==> src/design/fp34_pkg.sv <==
// Shared types, segment coefficients and rounding helper for the |x|^0.75 pipeline.
// Used by fp34_lin and float_pow_three_quarters; depends on nothing else.
package fp34_pkg;

    typedef struct packed {
        logic [31:0] x_bits;
        logic        last_in;
    } in_item_t;

    typedef struct packed {
        logic [30:0] y_bits;
        logic        last_out;
    } out_item_t;

    // per-item side info carried alongside the segment evaluation
    typedef struct packed {
        logic        zero;
        logic        inf;
        logic [7:0]  scale_exp;
        logic [22:0] scale_frac;
        logic        last;
    } side_t;

    typedef struct packed {
        logic [1:0]  eadd;
        logic [22:0] frac;
    } rnd_t;

    localparam int SEG_COUNT = 16;
    localparam logic [7:0] EXP_MAX = 8'hFF;
    localparam logic [7:0] SCALE_EXP_BIAS = 8'd31;

    // segment offsets (exponent 125) and slopes (exponent 126), fraction bits only
    localparam logic [22:0] OFFSET_FRAC [SEG_COUNT] = '{
        23'h02F5BA, 23'h08E2EA, 23'h0EB69B, 23'h14763F,
        23'h1A231E, 23'h1FBE5A, 23'h2548FA, 23'h2AC3E8,
        23'h302FFB, 23'h358DF2, 23'h3ADE80, 23'h402244,
        23'h4559D4, 23'h4A85B7, 23'h4FA66D, 23'h53DD93
    };

    localparam logic [22:0] SLOPE_FRAC [SEG_COUNT] = '{
        23'h3E8806, 23'h3BBE0E, 23'h392714, 23'h36BB71,
        23'h34764B, 23'h32538A, 23'h304FAD, 23'h2E67B3,
        23'h2C9902, 23'h2AE156, 23'h293EB5, 23'h27AF5E,
        23'h2631C7, 23'h24C491, 23'h236683, 23'h225006
    };

    // fraction bits of 2^(f/4)
    localparam logic [22:0] QUARTER_FRAC [4] = '{
        23'h000000, 23'h1837F0, 23'h3504F3, 23'h5744FD
    };

    // Round a 48-bit product of two 1.x mantissas to 24 bits, nearest even.
    // eadd: 1 when the top bit was set, plus 1 on mantissa overflow.
    function automatic rnd_t round48(input logic [47:0] p);
        logic [23:0] m;
        logic        g;
        logic        st;
        logic [24:0] s;
        rnd_t        r;
        if (p[47])
        begin
            m  = p[47:24];
            g  = p[23];
            st = |p[22:0];
        end
        else
        begin
            m  = p[46:23];
            g  = p[22];
            st = |p[21:0];
        end
        s = {1'b0, m} + {24'd0, g & (st | m[0])};
        if (s[24])
        begin
            r.frac = '0;
            r.eadd = {1'b0, p[47]} + 2'd1;
        end
        else
        begin
            r.frac = s[22:0];
            r.eadd = {1'b0, p[47]};
        end
        return r;
    endfunction

endpackage

==> src/design/fp34_lin.sv <==
// Three-stage evaluation of the linear segment m*slope + offset.
// Depends on fp34_pkg.
module fp34_lin
    import fp34_pkg::*;
(
    input  logic        clk,
    input  logic        rst_n,
    input  logic        in_valid,
    input  logic [22:0] mant,
    input  logic [3:0]  seg,
    input  side_t       in_side,
    output logic        out_valid,
    output logic        lin_hi,      // 1: exponent 127, 0: exponent 126
    output logic [22:0] lin_frac,
    output side_t       out_side
);

    logic [2:0]  valid_reg;
    logic [47:0] prod_reg;
    logic [22:0] off1_reg, off2_reg;
    side_t       side1_reg, side2_reg, side3_reg;
    logic        ph_reg;
    logic [23:0] pm_reg;
    logic        lhi_reg;
    logic [22:0] lfrac_reg;

    rnd_t        prod_rnd;
    logic [26:0] sum_next;
    rnd_t        sum_rnd;

    assign prod_rnd = round48(prod_reg);

    // both terms exact in units of 2^-25, so the sum needs no sticky bit
    always_comb
    begin
        sum_next = (ph_reg ? {1'b0, pm_reg, 2'b00} : {2'b00, pm_reg, 1'b0})
                 + {3'd0, 1'b1, off2_reg};
        sum_rnd  = round48({sum_next[25:0], 22'd0});
    end

    always_ff @(posedge clk or negedge rst_n)
    begin
        if (!rst_n)
            valid_reg <= '0;
        else
            valid_reg <= {valid_reg[1:0], in_valid};
    end

    always_ff @(posedge clk)
    begin
        prod_reg  <= {24'd0, 1'b1, mant} * {24'd0, 1'b1, SLOPE_FRAC[seg]};
        off1_reg  <= OFFSET_FRAC[seg];
        side1_reg <= in_side;

        ph_reg    <= prod_rnd.eadd[0];
        pm_reg    <= {1'b1, prod_rnd.frac};
        off2_reg  <= off1_reg;
        side2_reg <= side1_reg;

        lhi_reg   <= |sum_rnd.eadd;
        lfrac_reg <= sum_rnd.frac;
        side3_reg <= side2_reg;
    end

    assign out_valid = valid_reg[2];
    assign lin_hi    = lhi_reg;
    assign lin_frac  = lfrac_reg;
    assign out_side  = side3_reg;

endmodule

==> src/design/float_pow_three_quarters.sv <==
// Approximate |x|^0.75 on IEEE single values: segment evaluation, then exponent scaling.
// Five register stages, three in fp34_lin and then the scaling product and the result register;
// done is registered alongside the result; one transaction per cycle.
// The pipeline never stalls (busy is always low); the receiver cannot hold results off.
// Reset clears only the valid bits; payload registers are not reset.
// Depends on fp34_pkg and fp34_lin.
module float_pow_three_quarters
    import fp34_pkg::*;
(
    input  logic      clk,
    input  logic      rst_n,
    input  logic      start,
    output logic      busy,
    input  in_item_t  operand,
    output logic      done,
    output out_item_t result
);

    side_t       side_in;
    logic [9:0]  t3;
    logic [7:0]  xexp;

    logic        lin_valid;
    logic        lin_hi;
    logic [22:0] lin_frac;
    side_t       lin_side;

    logic        v4_reg, v5_reg;
    logic [47:0] p2_reg;
    logic [7:0]  eb_reg;
    side_t       side4_reg;
    out_item_t   res_reg;

    rnd_t        fin_rnd;
    logic [30:0] y_next;

    assign busy = 1'b0;
    assign xexp = operand.x_bits[30:23];

    // scale = 2^(0.75*(e-127)): t = 3e+3, exponent (t>>2)+31, fraction from t mod 4
    always_comb
    begin
        t3                 = {2'b00, xexp} * 10'd3 + 10'd3;
        side_in.zero       = (xexp == 8'd0);
        side_in.inf        = (xexp == EXP_MAX);
        side_in.scale_exp  = t3[9:2] + SCALE_EXP_BIAS;
        side_in.scale_frac = QUARTER_FRAC[t3[1:0]];
        side_in.last       = operand.last_in;
    end

    fp34_lin u_lin (
        .clk       (clk),
        .rst_n     (rst_n),
        .in_valid  (start),
        .mant      (operand.x_bits[22:0]),
        .seg       (operand.x_bits[22:19]),
        .in_side   (side_in),
        .out_valid (lin_valid),
        .lin_hi    (lin_hi),
        .lin_frac  (lin_frac),
        .out_side  (lin_side)
    );

    assign fin_rnd = round48(p2_reg);

    always_comb
    begin
        if (side4_reg.zero)
            y_next = '0;
        else if (side4_reg.inf)
            y_next = {EXP_MAX, 23'd0};
        else
            y_next = {eb_reg + {6'd0, fin_rnd.eadd}, fin_rnd.frac};
    end

    always_ff @(posedge clk or negedge rst_n)
    begin
        if (!rst_n)
        begin
            v4_reg <= 1'b0;
            v5_reg <= 1'b0;
        end
        else
        begin
            v4_reg <= lin_valid;
            v5_reg <= v4_reg;
        end
    end

    always_ff @(posedge clk)
    begin
        p2_reg    <= {24'd0, 1'b1, lin_frac} * {24'd0, 1'b1, lin_side.scale_frac};
        eb_reg    <= lin_side.scale_exp + {7'd0, lin_hi} - 8'd1;
        side4_reg <= lin_side;

        res_reg.y_bits   <= y_next;
        res_reg.last_out <= side4_reg.last;
    end

    assign done   = v5_reg;
    assign result = res_reg;

endmodule

==> config.mk <==
export PLATFORM = sky130hd
export DESIGN_NAME = float_pow_three_quarters
export DESIGN_NICKNAME = d
export VERILOG_FILES = /design/src/design/fp34_pkg.sv /design/src/design/fp34_lin.sv /design/src/design/float_pow_three_quarters.sv
export SDC_FILE = /design/constraint.sdc
export NUM_CORES = 2
export LEC_CHECK = 0
export BUFFER_PORTS_ARGS = -buffer_cell sky130_fd_sc_hd__buf_2
export CAP_MARGIN = 10
export CORE_MARGIN = 2
export CORE_UTILIZATION = 60
export DETAILED_ROUTE_END_ITERATION = 10
export PLACE_DENSITY = 0.83
export RECOVER_POWER = 25
export SYNTH_ARGS = -nofsm -noshare
export SYNTH_HDL_FRONTEND = slang
export SYNTH_SLANG_ARGS = --single-unit
==> constraint.sdc <==
create_clock -name clk -period 6.8 [get_ports clk]
set_input_delay 0.34 -clock clk [delete_from_list [all_inputs] [get_ports clk]]
set_output_delay 0.34 -clock clk [all_outputs]
set_load 0.02 [all_outputs]
==> results.tsv <==
metric	value	unit
status	finished, violations left	
violations	negative setup slack	
slowest_delay	0.49	ns
async_flop_share	1.75	%
finalCoreUtilization	72.6	%
fmaxAchievable	0.138	GHz
synthFlopType	dfxtp_1	
avgSynthCellArea	9.35	µm²
clk_pin_slew	0.06	ns
dp.cells	6553	
synth_top_area_share	38.5	%
synth_cells	4973	
dieArea	79700	µm²
critPathArrivalTime	7.75	ns
die_w	282	µm
start_util	60.3	%
portBuffers	67	
postLayoutSetupSlackWorst	-0.422	ns
netlist_top_cells_area	fa_1 (38%), ha_1 (13%), dfxtp_1 (12%), inv_1 (9.5%), and2_1 (3.9%)	
finalSetupViolations	37	
rsz0062_at_grt	true	
hold_violations	0	
hold_class	input pin to flip-flop	
synth_area_leader_cell	fa_1	
cp-end-kind	flip-flop	
final_cells	6714	
clock_sinks	286	
first_iter_violations	1993	
fin_worst_skew	0.0102	ns
drive_gt1_share	21.5	%
fin_crit	7.22	ns
dp_hpwl	108	mm
drv_cap	0	
rows	102	
ys_warn_count	0	
fin_nets	7046	
fin_crit_sh	106	%
dr_total_vias	36640	
ys_seq_area_share	12.4	%
synth_common_cells	inv_1 (1176), fa_1 (893), ha_1 (467), nand2_1 (382), and2_1 (288)	
dr.pass1.iters	7	
synth.most_common_cell	inv_1	
dieHeight	282	µm
mappedNetlistArea	46500	µm²
worst_pin_slew	1.03	ns
ioPinCount	70	
path_max_fanout	6	
path_class	input pin to flip-flop	
max-slew-margin-rel	30.3	%
fillers	5442	
via_per_inst	5.46	
slew_viol_final	0	
ys_ff_latch	286	
grt_usage	32.8	%
cts_tree	yes	
synth_cell_types	92	
cts_root_buf	clkbuf_16	
start_kind	input pin	
syn_to_final_growth	20.4	%
cts_max_level	1	
crit_top_cell	fa_1	
multi_input_area	37000	µm²
grt-ovfl-total	0	
cts_buffers	29	
grt_pass1_wl	203	mm
synth_edf_count	0	
drc_errors	0	
wl_per_cell	19.4	µm
clock_latency	0.60	ns
placed_area	52600	µm²
required	7.33	ns
grt_pass1_vias	39389	
core-area	77100	µm²
grt_max_degree	52	
tns	-7.85	ns
regArea	5760	µm²
routabilityCongestion	0.982	
antenna_found_initial	3	
ant_nets	0	
wirelength	131	mm
fin_area	56000	µm²
clockBufferDepth	3	
worst_path_max_delay_cell	fa_1	
[cell usage in the layout, fill, tap and decap left out, types with 58 or more instances in the layout]
cell / synthesis / routed
dfxtp_1: 281 / 277
xnor2_1: 125 / 123
a21oi_1: 159 / 137
o21ai_0: 96 / 71
inv_1: 1176 / 1124
nor2b_1: 63 / 58
buf_2: 8 / 62
ha_1: 467 / 436
nand2_1: 382 / 361
nor2_1: 203 / 183
xor2_1: 75 / 75
and2_1: 288 / 259
buf_4: 3 / 671
fa_1: 893 / 861
[worst paths after layout]
| path | startpoint | endpoint | slack, ns | cells past startpoint |
|---|---|---|---|---|
| max in group asynchronous | rst_n | u_lin.valid_reg[1]$_DFF_PN0_ | 6.46 | 2 |
| worst max-delay path | operand[21] | u_lin.prod_reg[38]$_DFF_P_ | -0.42 | 32 |
| worst min-delay path | operand[26] | u_lin.side1_reg[24]$_DFF_P_ | 0.12 | 3 |
| worst min register to register | u_lin.side2_reg[18]$_DFF_P_ | u_lin.out_side[18]$_DFF_P_ | 0.32 | 0 |
| worst max register to register | u_lin.out_side[18]$_DFF_P_ | p2_reg[45]$_DFF_P_ | -0.37 | 27 |
| min in group asynchronous | rst_n | done$_DFF_PN0_ | 0.13 | 2 |
[cell families (layout without fill, tap and decap cells)]
| group | count (synthesis) | in the layout | share of synthesized area [%] |
|---|---|---|---|
| muxes | 58 | 58 | 1.34 |
| DFF | 286 | 286 | 12.4 |
| adders and majority gates | 1360 | 1360 | 51.0 |
| other | 1 | 3 | 0.00807 |
| buffers and inverters | 1340 | 2039 | 10.9 |
| AOI/OAI and AO/OA | 539 | 539 | 7.70 |
| xor gates and xnor gates | 201 | 201 | 3.80 |
| and+or+nand+nor | 1188 | 1188 | 12.9 |
[worst max-delay path, delay by kind of cell]
kind | cells | cell delay [ns]
buffers and inverters | 9 | 0.64
XOR/XNOR | 1 | 0.11
AO/OA/AOI/OAI | 8 | 1.70
adder cells (fa/ha/maj) | 9 | 3.73
AND/OR/NAND/NOR | 5 | 1.22
[cell type report]
cell class	instances	area share (%)
clock inverters	24	0.631
repair buffers	809	11.5
diodes	1	0.00447
flip-flops and latches	286	10.3
inverters	1176	7.92
well taps	1040	2.33
multi-input cells	3348	66.0
clock buffers	30	1.32
[routing by layer]
metal	wire, µm	share of wire, %	vias up	global-route usage, %
li1	-	-	16633	-
met3	7970	6.1	365	4.26
met1	49200	38	18301	39.0
met4	7430	5.7	2	15.2
met5	13	0.010	-	0
met2	65900	50	1339	59.0
[stage by stage]
stage                     hold slack [ns]  setup WS [ns]
after floorplan                    0.0444          -1.03
final                               0.120         -0.422
after global routing                0.128         -0.615
after detailed placement            0.159          -1.39
after global placement              0.153          -1.28
after CTS                          0.0260         -0.367
[timing repair]
item / CTS / global route
hold buffers: 3 / 0
gates resized for setup: 231 / 161
buffers inserted: 51 / 62
pin swaps: 132 / 145
endpoints found under the setup margin: 45 / 50
gates cloned: 2 / 0
endpoints found under the hold margin: 7 / 0
Power is left out: the tool's default activity adds up to more than one toggle a clock period on the data nets, which glitch-free logic cannot reach.
